<file path="src/rtl/core/nssai_pkg.sv">
// Package for the NSSAI information element decoder.
// Request payload types and entry-length codes; no dependencies.
`timescale 1ns / 1ps

package nssai_pkg;

    // Supported S-NSSAI entry length codes
    localparam logic [7:0] LEN_SST        = 8'd1;
    localparam logic [7:0] LEN_SST_SD     = 8'd4;
    localparam logic [7:0] LEN_SST_SD_MST = 8'd5;
    localparam logic [7:0] LEN_FULL       = 8'd8;

    // SD value reported when the SD is absent but its slice type is present
    localparam logic [23:0] NO_SD = 24'hFF_FFFF;

    typedef struct packed {
        logic [7:0] data_byte;
        logic       start_of_element;
    } t_in_req;

    typedef struct packed {
        logic [7:0]  slice_type;
        logic [23:0] slice_diff;
        logic [7:0]  mapped_type;
        logic [23:0] mapped_diff;
        logic [3:0]  entry_length;
        logic        last_entry;
        logic        bad_length;
    } t_out_req;

endpackage

</file>
<file path="src/rtl/core/nssai_ie_decoder_unit.sv">
// NSSAI information element decoder, top level.
// Depends on nssai_pkg for the request types and length codes.
`timescale 1ns / 1ps

// Usage:
//   Input channel (i_in_valid / o_in_stall, i_in_data) carries one byte of the
//   element per request; start_of_element marks the first byte of an element.
//   Output channel (o_out_valid / i_out_stall, o_out_data) carries one request
//   per decoded S-NSSAI entry, or one with bad_length set when an entry length
//   byte is not 1, 4, 5 or 8 (the rest of that element is then dropped).
//   Config channel (i_cfg_valid / o_cfg_ready, i_cfg_iei_present) writes the
//   identifier-present flag; write it only while the decoder is idle.
// Timing:
//   One byte is accepted per cycle while o_in_stall is low. The parser state updates in the cycle the
//   byte is accepted; a result is registered into the output register, or into the skid entry
//   when the output register holds a result that is not taken.
//   The output register is backed by one skid entry, so a byte may be taken
//   while a result waits. o_in_stall rises only when both hold a result, and
//   drops the cycle after the receiver takes one.
// Reset:
//   Synchronous active-low reset empties both output stages, sets the parser to
//   wait for an element start and clears the identifier-present flag.
module nssai_ie_decoder_unit (
    input  logic               i_clk,
    input  logic               i_rst_n,
    input  logic               i_in_valid,
    output logic               o_in_stall,
    input  nssai_pkg::t_in_req i_in_data,
    output logic               o_out_valid,
    input  logic               i_out_stall,
    output nssai_pkg::t_out_req o_out_data,
    input  logic               i_cfg_valid,
    output logic               o_cfg_ready,
    input  logic               i_cfg_iei_present
);
    import nssai_pkg::*;

    typedef enum logic [1:0] {
        PH_IDLE,
        PH_TOTAL,
        PH_ENTLEN,
        PH_BODY
    } t_phase;

    t_phase      r_phase, n_phase;
    logic        r_iei_present;
    logic [7:0]  r_rem_total, n_rem_total;
    logic [3:0]  r_entry_len, n_entry_len;
    logic [3:0]  r_byte_pos, n_byte_pos;
    logic [7:0]  r_acc_type, n_acc_type;
    logic [23:0] r_acc_diff, n_acc_diff;
    logic [7:0]  r_acc_mtype, n_acc_mtype;
    logic [23:0] r_acc_mdiff, n_acc_mdiff;

    logic        r_out_valid;
    t_out_req    r_out_data;
    logic        r_skid_valid;
    t_out_req    r_skid_data;

    logic        in_fire;
    logic        out_fire;
    logic        res_valid;
    t_out_req    res;
    t_phase      cur_phase;
    logic [7:0]  rem_dec;
    logic [7:0]  b;

    assign in_fire     = i_in_valid && !o_in_stall;
    assign out_fire    = r_out_valid && !i_out_stall;
    assign o_in_stall  = r_skid_valid;
    assign o_out_valid = r_out_valid;
    assign o_out_data  = r_out_data;
    assign o_cfg_ready = 1'b1;

    assign b       = i_in_data.data_byte;
    assign rem_dec = (r_rem_total != 8'd0) ? r_rem_total - 8'd1 : 8'd0;

    always_comb begin
        n_phase     = r_phase;
        n_rem_total = r_rem_total;
        n_entry_len = r_entry_len;
        n_byte_pos  = r_byte_pos;
        n_acc_type  = r_acc_type;
        n_acc_diff  = r_acc_diff;
        n_acc_mtype = r_acc_mtype;
        n_acc_mdiff = r_acc_mdiff;
        res_valid   = 1'b0;
        res         = '0;
        cur_phase   = r_phase;

        if (in_fire) begin
            if (i_in_data.start_of_element) begin
                n_byte_pos  = '0;
                n_acc_type  = '0;
                n_acc_diff  = '0;
                n_acc_mtype = '0;
                n_acc_mdiff = '0;
                n_entry_len = '0;
                n_rem_total = '0;
                n_phase     = PH_TOTAL;
                // identifier byte is swallowed; otherwise this byte is the total
                cur_phase   = r_iei_present ? PH_IDLE : PH_TOTAL;
            end

            unique case (cur_phase)
                PH_IDLE: begin
                end
                PH_TOTAL: begin
                    n_rem_total = b;
                    n_phase     = (b != 8'd0) ? PH_ENTLEN : PH_IDLE;
                end
                PH_ENTLEN: begin
                    n_rem_total = rem_dec;
                    if (b == LEN_SST || b == LEN_SST_SD || b == LEN_SST_SD_MST ||
                        b == LEN_FULL) begin
                        n_entry_len = b[3:0];
                        n_byte_pos  = '0;
                        n_acc_type  = '0;
                        n_acc_diff  = '0;
                        n_acc_mtype = '0;
                        n_acc_mdiff = '0;
                        n_phase     = PH_BODY;
                    end else begin
                        res_valid        = 1'b1;
                        res.entry_length = b[3:0];
                        res.last_entry   = 1'b1;
                        res.bad_length   = 1'b1;
                        n_phase          = PH_IDLE;
                    end
                end
                PH_BODY: begin
                    n_rem_total = rem_dec;
                    n_byte_pos  = r_byte_pos + 4'd1;
                    if (n_byte_pos == 4'd1) begin
                        n_acc_type = b;
                    end else if (n_byte_pos <= 4'd4) begin
                        n_acc_diff = {r_acc_diff[15:0], b};
                    end else if (n_byte_pos == 4'd5) begin
                        n_acc_mtype = b;
                    end else begin
                        n_acc_mdiff = {r_acc_mdiff[15:0], b};
                    end

                    if (n_byte_pos == r_entry_len) begin
                        res_valid        = 1'b1;
                        res.slice_type   = n_acc_type;
                        res.entry_length = r_entry_len;
                        res.last_entry   = (rem_dec == 8'd0);
                        res.bad_length   = 1'b0;
                        priority if ({4'd0, r_entry_len} == LEN_SST) begin
                            res.slice_diff  = NO_SD;
                            res.mapped_type = '0;
                            res.mapped_diff = '0;
                        end else if ({4'd0, r_entry_len} == LEN_SST_SD) begin
                            res.slice_diff  = n_acc_diff;
                            res.mapped_type = '0;
                            res.mapped_diff = '0;
                        end else if ({4'd0, r_entry_len} == LEN_SST_SD_MST) begin
                            res.slice_diff  = n_acc_diff;
                            res.mapped_type = n_acc_mtype;
                            res.mapped_diff = NO_SD;
                        end else begin
                            res.slice_diff  = n_acc_diff;
                            res.mapped_type = n_acc_mtype;
                            res.mapped_diff = n_acc_mdiff;
                        end
                        n_byte_pos  = '0;
                        n_acc_type  = '0;
                        n_acc_diff  = '0;
                        n_acc_mtype = '0;
                        n_acc_mdiff = '0;
                        n_phase     = (rem_dec != 8'd0) ? PH_ENTLEN : PH_IDLE;
                    end
                end
            endcase
        end
    end

    always_ff @(posedge i_clk) begin
        if (!i_rst_n) begin
            r_phase       <= PH_IDLE;
            r_iei_present <= 1'b0;
            r_rem_total   <= '0;
            r_entry_len   <= '0;
            r_byte_pos    <= '0;
            r_acc_type    <= '0;
            r_acc_diff    <= '0;
            r_acc_mtype   <= '0;
            r_acc_mdiff   <= '0;
        end else begin
            r_phase     <= n_phase;
            r_rem_total <= n_rem_total;
            r_entry_len <= n_entry_len;
            r_byte_pos  <= n_byte_pos;
            r_acc_type  <= n_acc_type;
            r_acc_diff  <= n_acc_diff;
            r_acc_mtype <= n_acc_mtype;
            r_acc_mdiff <= n_acc_mdiff;
            if (i_cfg_valid && o_cfg_ready) begin
                r_iei_present <= i_cfg_iei_present;
            end
        end
    end

    // Output register with one skid entry behind it
    always_ff @(posedge i_clk) begin
        if (!i_rst_n) begin
            r_out_valid  <= 1'b0;
            r_skid_valid <= 1'b0;
        end else if (r_skid_valid) begin
            if (out_fire) begin
                r_out_data   <= r_skid_data;
                r_skid_valid <= 1'b0;
            end
        end else if (res_valid) begin
            if (!r_out_valid || out_fire) begin
                r_out_data  <= res;
                r_out_valid <= 1'b1;
            end else begin
                r_skid_data  <= res;
                r_skid_valid <= 1'b1;
            end
        end else if (out_fire) begin
            r_out_valid <= 1'b0;
        end
    end

`ifndef SYNTHESIS
    // skid entry only fills behind a held result
    a_skid_behind_out: assert property (@(posedge i_clk) disable iff (!i_rst_n)
        r_skid_valid |-> r_out_valid)
        else $error("skid entry valid with empty output register");

    a_reset_empty: assert property (@(posedge i_clk)
        !i_rst_n |=> !o_out_valid && !o_in_stall)
        else $error("output stages not empty after reset");

    a_bad_len_form: assert property (@(posedge i_clk) disable iff (!i_rst_n)
        (o_out_valid && o_out_data.bad_length) |->
            (o_out_data.last_entry && o_out_data.slice_type == 8'd0 &&
             o_out_data.slice_diff == 24'd0 && o_out_data.mapped_type == 8'd0 &&
             o_out_data.mapped_diff == 24'd0))
        else $error("bad length result not terminal or not zeroed");

    a_stall_fill: assert property (@(posedge i_clk) disable iff (!i_rst_n)
        (r_skid_valid && !out_fire) |=> r_skid_valid)
        else $error("skid entry lost while output stalled");
`endif

endmodule

</file>
<file path="config.mk">
export PLATFORM = sky130hd
export DESIGN_NAME = nssai_ie_decoder_unit
export DESIGN_NICKNAME = d
export VERILOG_FILES = /design/src/rtl/core/nssai_pkg.sv /design/src/rtl/core/nssai_ie_decoder_unit.sv
export SDC_FILE = /design/constraint.sdc
export NUM_CORES = 1
export LEC_CHECK = 0
export BUFFER_PORTS_ARGS = -buffer_cell sky130_fd_sc_hd__buf_2
export CAP_MARGIN = 25
export CORE_MARGIN = 8
export CORE_UTILIZATION = 55
export CTS_CLUSTER_DIAMETER = 40
export DETAILED_ROUTE_END_ITERATION = 10
export PLACE_DENSITY = 0.79
export SETUP_SLACK_MARGIN = 0.1
export SKIP_LAST_GASP = 1
export SYNTH_ARGS = -nofsm -noshare
export SYNTH_HDL_FRONTEND = slang
export SYNTH_SLANG_ARGS = --single-unit
</file>
<file path="constraint.sdc">
create_clock -name i_clk -period 19.1 [get_ports i_clk]
set_input_delay 2.865 -clock i_clk [delete_from_list [all_inputs] [get_ports i_clk]]
set_output_delay 2.865 -clock i_clk [all_outputs]
set_load 0.005 [all_outputs]
</file>
# ---- Word-level counts from Yosys, hierarchy flattened
# Cells that the tools add are included.
dict set report totals {
  mem_bits_rw 0
  latchBits 0
  output_inout_bits 73
  regBits 225
  inputBits 15
  romBits 0
  word_cells 138
  n_memories 0
}
dict set report op_classes {
  mux 71
  n_reduce_logical 22
  shift 0
  add_sub_neg 2
  bitwise 2
  div_mod_pow 0
  n_lt_le_gt_ge 1
  multipliers 0
  eq_ne 15
}
# cell count
set ops {}
lappend ops {{$mux 70} 6}
lappend ops {{$mux 24} 14}
lappend ops {{$mux 8} 14}
lappend ops {{$pmux 24 s2} 2}
lappend ops {{$mux 64} 1}
lappend ops {{$mux 56} 1}
lappend ops {{$pmux 8 s2} 3}
lappend ops {{$mux 32} 1}
lappend ops {{$mux 4} 6}
lappend ops {{$reduce_bool 8->1} 3}
lappend ops {{$eq 8x3->1 const B} 2}
lappend ops {{$mux 2} 7}
lappend ops {{$eq 4x3->1 const B} 3}
lappend ops {{$pmux 6 s2} 1}
lappend ops {{$mux 1} 11}
lappend ops {{$eq 4x1->1 const B} 2}
lappend ops {{$eq 8x1->1 const B} 1}
lappend ops {{$eq 8x4->1 const B} 1}
lappend ops {{$logic_not 8->1} 1}
lappend ops {{$pmux 4 s2} 1}
lappend ops {{$reduce_and 4->1} 2}
lappend ops {{$sub 8x1->8 const B} 1}
lappend ops {{$mux 6} 1}
lappend ops {{$pmux 2 s3} 1}
lappend ops {{16 further kinds} 27}

# ---- Depth between registers and ports, before layout
# Gate-level depths: netlist (run 1).
dict set report logic_depth {
  ltp_word 15
  ltp_mapped 10
  ltp_nobuf 8
}

# ---- Worst setup path before layout (run 1)
# Ideal clock, no wire load.
dict set report synth_timing {
  path_kind {in2reg}
  startpoint {input i_in_data[1] in the netlist's numbering}
  endpoint {register r_skid_data[0] in the netlist's numbering (enable)}
  setup_time_ns 0.585
  arrival_ns 8.713
  n_path_buf 1
  path_stages 7
  required_time_ns 18.515
  path_slack_ns 9.803
  path_cell_list {clkbuf_1 > or3_1 > and4bb_2 > nor2_1 > a21o_1 > nand2_1 > nor3_1}
}
dict set report synth_between {
  elab_chain_len 8
  word_cells_on_any_way 11
  cone_classes {eq/ne: 4; mux: 3; reduce/logical: 4}
}
# element line_no
set synth_rtl {}
lappend synth_rtl {{start, declared} nssai_ie_decoder_unit.sv:28} ;# input nssai_pkg::t_in_req i_in_data,
lappend synth_rtl {{$eq 8x1->1 / $eq 8x3->1 (equally long branches)} nssai_ie_decoder_unit.sv:114} ;# if (b == LEN_SST || b == LEN_SST_SD || b == LEN_SST_SD_MST ||
lappend synth_rtl {{$logic_or 1x1->1 (2 in a row)} nssai_ie_decoder_unit.sv:114}
lappend synth_rtl {{$logic_or 1x1->1 *} nssai_ie_decoder_unit.sv:114}
lappend synth_rtl {{$mux 1 *} nssai_ie_decoder_unit.sv:114}
lappend synth_rtl {{$pmux 1 s2 *} nssai_ie_decoder_unit.sv:105} ;# unique case (cur_phase)
lappend synth_rtl {{$mux 1 *} nssai_ie_decoder_unit.sv:91} ;# if (in_fire) begin
lappend synth_rtl {{$reduce_and 4->1 (no source line) *} n/a}
lappend synth_rtl {{end signal, assigned} nssai_ie_decoder_unit.sv:220} ;# r_skid_data <= res;
lappend synth_rtl {{end, declared} nssai_ie_decoder_unit.sv:58} ;# t_out_req r_skid_data;
# Every way passes the cells marked *; elsewhere a longest branch is shown, timed or not.
# A chain may end at the register's enable or synchronous reset.

# ---- Worst setup path after layout (run 1)
dict set report layout_timing {
  startpoint {input i_in_data[1] in the netlist's numbering}
  endpoint {register r_out_data, in the netlist o_out_data[17] (enable)}
}
dict set report layout_between {
  elab_chain_len 9
  word_cells_on_any_way 12
  cone_classes {eq/ne: 4; mux: 3; reduce/logical: 5}
}
# element line_no
set layout_rtl {}
lappend layout_rtl {{$eq 8x1->1 / $eq 8x3->1 (equally long branches)} nssai_ie_decoder_unit.sv:114}
lappend layout_rtl {{$logic_or 1x1->1 (2 in a row)} nssai_ie_decoder_unit.sv:114}
lappend layout_rtl {{$logic_or 1x1->1 *} nssai_ie_decoder_unit.sv:114}
lappend layout_rtl {{$mux 1 *} nssai_ie_decoder_unit.sv:114}
lappend layout_rtl {{$pmux 1 s2 *} nssai_ie_decoder_unit.sv:105}
lappend layout_rtl {{$mux 1 *} nssai_ie_decoder_unit.sv:91}
lappend layout_rtl {{$reduce_bool 2->1 (no source line) *} n/a}
lappend layout_rtl {{$reduce_and 4->1 (no source line) *} n/a}
lappend layout_rtl {{end signal, assigned} nssai_ie_decoder_unit.sv:212} ;# r_out_data <= r_skid_data;
lappend layout_rtl {{end signal, assigned} nssai_ie_decoder_unit.sv:217} ;# r_out_data <= res;
lappend layout_rtl {{end, declared} nssai_ie_decoder_unit.sv:56} ;# t_out_req r_out_data;
# Marks and branches as above.

==> impl_metrics.json, run 1 <==
{
  "grt_max_degree": 77,
  "nets": 1012,
  "endpoint_kind": "flop",
  "clk_latency_ns": 0.54,
  "critPathKind": "in2reg",
  "swShare": 0.2218,
  "synth-edff-count": 140,
  "hold_viol_final": 0,
  "viasPerCell": 5.766,
  "fin_area_um2": 11940,
  "p_per_area_nw_per_um2": 94.89,
  "synthesis.instances": 928,
  "htree_levels": 1,
  "setup_viol": 0,
  "vias": 7219,
  "die_w_um": 152.9,
  "setup_tns_ns": 0,
  "p_leak_uw": 0.004964,
  "cts_root_buf": "clkbuf_16",
  "design.die.area_um2": 23390,
  "firstDrtPassIters": 5,
  "synth_flop_cell": "edfxtp_1",
  "cts.clk_slew.worst_paths_ns": 0.06,
  "grt_use_total": 0.1968,
  "start_util": 0.5550,
  "clockBufferDepth": 3,
  "utilization": 0.6427,
  "power.internal_uw": 881.8,
  "cts_tree": "yes",
  "hpwl_um": 14050,
  "area_growth_pct": 15.80,
  "power.switching_uw": 251.3,
  "min_period_over_period": 0.2822,
  "placed_area_um2": 10890,
  "postSynth.asyncResetShare": 0,
  "place.gp.congestion": 0.8609,
  "hp-class": "reg2reg",
  "slew_violations": 0,
  "die_y_um": 152.9,
  "place_ws_ns": 13.14,
  "sequentialPowerShare": 0.455,
  "post_cts_resized": 0,
  "worst_ep_arrival_time_ns": 5.56,
  "grt_pass1_vias": 7352,
  "synth.net_count": 946,
  "crit_slowest_cell": "a21oi_4",
  "ys_warn_count": 0,
  "status": "completed",
  "first_iter_violations": 662,
  "p_total_uw": 1133,
  "grt_overflow": 0,
  "critPathMaxFanout": 48,
  "syn_area_um2": 10310,
  "start_kind": "input port",
  "ys_seq_elements": 225,
  "yosysUniqueCellTypes": 64,
  "skew_ns": 0.009165,
  "postSynthAreaPerCell_um2": 11.11,
  "wl_um": 23340,
  "layout_setup_ws_ns": 13.71,
  "grt_first_pass_wirelength_um": 38400,
  "synth.largest_area_cell": "edfxtp_1",
  "vdd_ir_drop_max_mv": 0.06238,
  "pin_count": 88,
  "core_area_um2": 18580,
  "routedWlPerCell_um": 18.64,
  "portBuffers": 86,
  "slowest_delay_ns": 0.74,
  "relSlewSlack": 0.3523,
  "antenna_found_initial": 0,
  "ys_seq_area_frac": 0.5727,
  "worst-slew-pin-transition_ns": 0.9679,
  "rsz0062_at_grt": "false",
  "pwr-share-comb": 0.033,
  "yosysTopAreaCellShare": 0.4077,
  "worst-path-buf-inv": 2,
  "critical-path-top-delay-family": "simple AND/OR/NAND/NOR gates",
  "cts_hold_buf": 0,
  "drv_cap": 0,
  "layout_min_cycle_time_ns": 5.391,
  "clkPwrFrac": 0.511,
  "post-cts-setup-buffer-count": 0,
  "cts.sinks": 225,
  "drcViolationCount": 0,
  "cp.required_ns": 19.27,
  "ant_nets": 0,
  "antennaDiodeCount": 0,
  "drive_gt1_frac": 0.1984,
  "row_count": 50,
  "cp_cell_sequence": "buf_2 -> or3_1 -> and4bb_2 -> nor2_1 -> a21o_1 -> nand2_1 -> a21oi_4 -> buf_4",
  "cts_buffers": 30,
  "clock.fmax_ghz": 0.1855,
  "synthTopCellsByArea": "edfxtp_1 41%, dfxtp_1 17%, mux2i_1 6.6%, a21o_1 5.2%, nor2b_1 4.2%"
}
## cells in the mapped netlist (7+ instances only)
| cell type | instances |
|---|---|
| a21oi_1 | 34 |
| clkbuf_1 | 37 |
| edfxtp_1 | 140 |
| a22oi_1 | 8 |
| and2_1 | 64 |
| nor3_1 | 7 |
| nand3_1 | 7 |
| mux2i_1 | 68 |
| o21ai_1 | 51 |
| a21o_1 | 71 |
| nor2b_1 | 69 |
| nor2_2 | 8 |
| a21oi_2 | 22 |
| dfxtp_1 | 85 |
| buf_2 | 18 |
| nand2_1 | 87 |
| o21ai_0 | 25 |
| nor2_1 | 39 |
## through the flow
step,instances,hold WS [ns]
2_1_floorplan,928,0.4825
3_3_place_gp,1194,0.5035
4_1_cts,1252,0.5234
3_5_place_dp,1196,0.5065
6_report,1252,0.5226
5_1_grt,1252,0.5362
## power by group through the flow
| stage | sequential, uW | clock [uW] | combinational [uW] |
|---|---|---|---|
| after floorplan | 525 | 0 | 27.4 |
| after global placement | 526 | 0 | 36.7 |
| after detailed placement | 526 | 0 | 37.4 |
| after CTS | 516 | 588 | 37.5 |
| after global routing | 516 | 609 | 41.3 |
| final | 516 | 579 | 38.0 |
## logic make-up after synthesis
group / after synthesis / share of synthesized area
simple gates: 311 / 0.1622
fa+ha+maj: 3 / 0.003640
flops: 225 / 0.5727
other cells: 1 / 0.0003636
buf+inv: 73 / 0.03239
xor+xnor: 9 / 0.009828
compound gates: 238 / 0.1529
mux: 68 / 0.06600
## layout by cell type, fill, tap and decap left out, drive strengths merged, types with 9 or more instances in the layout
master	n
nand2	87
dfxtp	85
a21o	71
nand3	9
nor2b	69
nor2	47
inv	14
a21oi	56
mux2i	68
buf	100
and2	64
o21ai	76
clkbuf	34
edfxtp	140
## metal layers
metal	vias to the layer above	track usage	wire length, um
met5	-	0	0
met3	48	0.03834	1357
met2	217	0.3176	11060
li1	3430	-	-
met4	0	0.06598	495
met1	3524	0.2620	10430
## final cells by class
cell class	instances	area, um^2
inverter	7	26.28
fill	1432	6639
multi-input combinational	630	4089
sequential	225	5907
clock inverter	22	264.0
tap	234	292.8
clock buffer	34	787.0
timing repair buffer	100	575.6
## final timing paths
check | slack, ns | cells after the start | to | from
worst min-delay path | 0.52 | 1 | o_out_data[0]$_DFFE_PP_ | r_skid_data[0]$_DFFE_PP_
worst min register to register | 0.52 | 1 | o_out_data[0]$_DFFE_PP_ | r_skid_data[0]$_DFFE_PP_
worst max-delay path | 13.71 | 8 | o_out_data[17]$_DFFE_PP_ | i_in_data[1]
worst max register to register | 15.39 | 8 | o_out_data[17]$_DFFE_PP_ | r_byte_pos[0]$_SDFFE_PN0P_
## flip-flops by register name, summed over array words and instances, names as in the netlist
| register | cells |
|---|---|
| o_out_data | 70 |
| r_skid_data | 70 |
| r_acc_diff | 24 |
| r_acc_mdiff | 24 |
| r_acc_mtype | 8 |
| r_acc_type | 8 |
| r_rem_total | 8 |
| r_byte_pos | 4 |
| r_entry_len | 4 |
| r_phase | 2 |
| o_in_stall | 1 |
| o_out_valid | 1 |
| r_iei_present | 1 |
No activity file was read; power rests on OpenSTA's default activity.
==> run 2, diff against run 1 <==
--- a/config.mk
+++ b/config.mk
@@ -8,10 +8,10 @@
 export BUFFER_PORTS_ARGS = -buffer_cell sky130_fd_sc_hd__buf_2
 export CAP_MARGIN = 25
 export CORE_MARGIN = 8
-export CORE_UTILIZATION = 55
+export CORE_UTILIZATION = 54
 export CTS_CLUSTER_DIAMETER = 40
 export DETAILED_ROUTE_END_ITERATION = 10
-export PLACE_DENSITY = 0.79
+export PLACE_DENSITY = 0.81
 export SETUP_SLACK_MARGIN = 0.1
 export SKIP_LAST_GASP = 1
 export SYNTH_ARGS = -nofsm -noshare
==> constraint.sdc (replaced) <==
create_clock -name i_clk -period 4.5 [get_ports i_clk]
set_input_delay 0.675 -clock i_clk [delete_from_list [all_inputs] [get_ports i_clk]]
set_output_delay 0.675 -clock i_clk [all_outputs]
set_load 0.005 [all_outputs]
==> impl_metrics.json, run 2 (synthesis gave the netlist of run 1 again) <==
{
  "crit_cells": 7,
  "critPathMaxFanout": 16,
  "drv_cap": 0,
  "setup_viol": 0,
  "start_util": 0.5513,
  "grt_max_degree": 77,
  "worst-path-buf-inv": 1,
  "status": "completed",
  "layout_min_cycle_time_ns": 3.065,
  "cp_cell_sequence": "nand3_2 -> xor2_1 -> o31a_1 -> buf_4 -> mux2i_1 -> a21oi_1 -> a21o_1",
  "hold_viol_final": 0,
  "firstDrtPassIters": 7,
  "hold_ws_ns": 0.3749,
  "rsz0062_at_grt": "false",
  "reg2reg_slack_ns": 1.44,
  "pin_count": 88,
  "cts.sinks": 225,
  "endpoint_kind": "flop",
  "wl_um": 22400,
  "portBuffers": 86,
  "cts_buffers": 27,
  "post_cts_resized": 0,
  "cts_root_buf": "clkbuf_16",
  "vias": 7130,
  "crit_slowest_cell": "o31a_1",
  "slowest_delay_ns": 0.85,
  "setup_tns_ns": 0,
  "fillers": 1454,
  "clockBufferDepth": 3,
  "relSlewSlack": 0.3380,
  "grt_pass1_vias": 6983,
  "core_area_um2": 18710,
  "regToRegStartpoint": "r_byte_pos[2]$_SDFFE_PN0P_",
  "hp-class": "in2reg",
  "viasPerCell": 5.709,
  "nets": 1012,
  "drcViolationCount": 0,
  "grt_use_total": 0.1863,
  "drive_gt1_frac": 0.1941,
  "worst-slew-pin-transition_ns": 0.9930,
  "critPathCapture": "o_out_data[9]$_DFFE_PP_",
  "grt_overflow": 0,
  "hold_depth": 3,
  "slew_violations": 0,
  "min_period_over_period": 0.6811,
  "final_common_cell": "edfxtp_1",
  "cp.required_ns": 4.78,
  "reg2reg_depth": 7,
  "clk_latency_ns": 0.53,
  "routedWlPerCell_um": 17.93,
  "place.gp.congestion": 0.8402,
  "ant_nets": 0,
  "design.die.area_um2": 23770,
  "clock.fmax_ghz": 0.3263,
  "start_kind": "flop",
  "crit_start": "r_byte_pos[2]$_SDFFE_PN0P_",
  "rr_endpoint": "o_out_data[9]$_DFFE_PP_",
  "post-cts-setup-buffer-count": 0,
  "hpwl_um": 13880,
  "die_w_um": 154.2,
  "grt_first_pass_wirelength_um": 36700,
  "p_leak_uw": 0.004899,
  "vdd_ir_drop_max_mv": 0.2402,
  "area_growth_pct": 14.31,
  "htree_levels": 1,
  "cts_tree": "yes",
  "antenna_found_initial": 0,
  "skew_ns": 0.01664,
  "first_iter_violations": 575,
  "worst_ep_arrival_time_ns": 3.35,
  "cts.clk_slew.worst_paths_ns": 0.06,
  "cts_hold_buf": 0,
  "antennaDiodeCount": 0,
  "die_y_um": 154.2,
  "p_per_area_nw_per_um2": 382.0,
  "critical-path-top-delay-family": "compound AO/OA/AOI/OAI gates",
  "mostFrequentLayoutCells": "140 x edfxtp_1, 87 x nand2_1, 86 x buf_2, 84 x dfxtp_1, 71 x a21o_1",
  "row_count": 50,
  "critPathKind": "reg2reg"
}
[run 2: worst register-to-register path: stages (launching register included)]
cell     delay [ns]
dfxtp_1        0.51
nand3_2        0.21
xor2_1         0.28
o31a_1         0.85
buf_4          0.35
mux2i_1        0.28
a21oi_1        0.13
a21o_1         0.22
[run 2: cell type report]
cell class | count | area [um^2] | share of cell area
Multi-Input combinational cell | 630 | 4095 | 0.3474
Clock buffer | 35 | 725.7 | 0.06156
Timing Repair Buffer | 103 | 558.0 | 0.04734
Sequential cell | 225 | 5907 | 0.5011
Inverter | 7 | 26.28 | 0.002229
Tap cell | 234 | 292.8 | 0.02484
Clock inverter | 15 | 182.7 | 0.01550
[run 2: worst min-delay path by stage]
stage,start,endpoint
floorplan,r_iei_present$_SDFFE_PN0P_,r_iei_present$_SDFFE_PN0P_
global placement,r_skid_data[56]$_DFFE_PP_,o_out_data[56]$_DFFE_PP_
detailed placement,r_skid_data[31]$_DFFE_PP_,o_out_data[31]$_DFFE_PP_
CTS,i_cfg_iei_present,r_iei_present$_SDFFE_PN0P_
global route,i_cfg_iei_present,r_iei_present$_SDFFE_PN0P_
finish,i_cfg_iei_present,r_iei_present$_SDFFE_PN0P_
[run 2: layer usage]
metal,GRT usage,vias up,routed length [um]
met2,0.3079,210,10610
li1,-,3439,-
met3,0.03371,37,1312
met5,0,-,0
met4,0.05646,0,476
met1,0.2458,3444,9993
[run 2: power by group]
part | total, uW | internal, uW | switching, uW
Clock | 2150 | 1280 | 868
Sequential | 2190 | 2180 | 12.5
Combinational | 162 | 53.3 | 109
Total | 4500 | 3510 | 989
[run 2: metrics by stage]
step	worst slack (ns)	util	total power (uW)	area (um^2)	cells
floorplan	0.3028	-	2346	10330	928
global placement	1.478	0.5816	2392	10880	1199
detailed placement	1.400	0.5816	2394	10880	1199
CTS	1.467	0.6302	4537	11790	1249
global route	1.230	0.6302	4643	11790	1249
finish	1.435	0.6302	4503	11790	1249
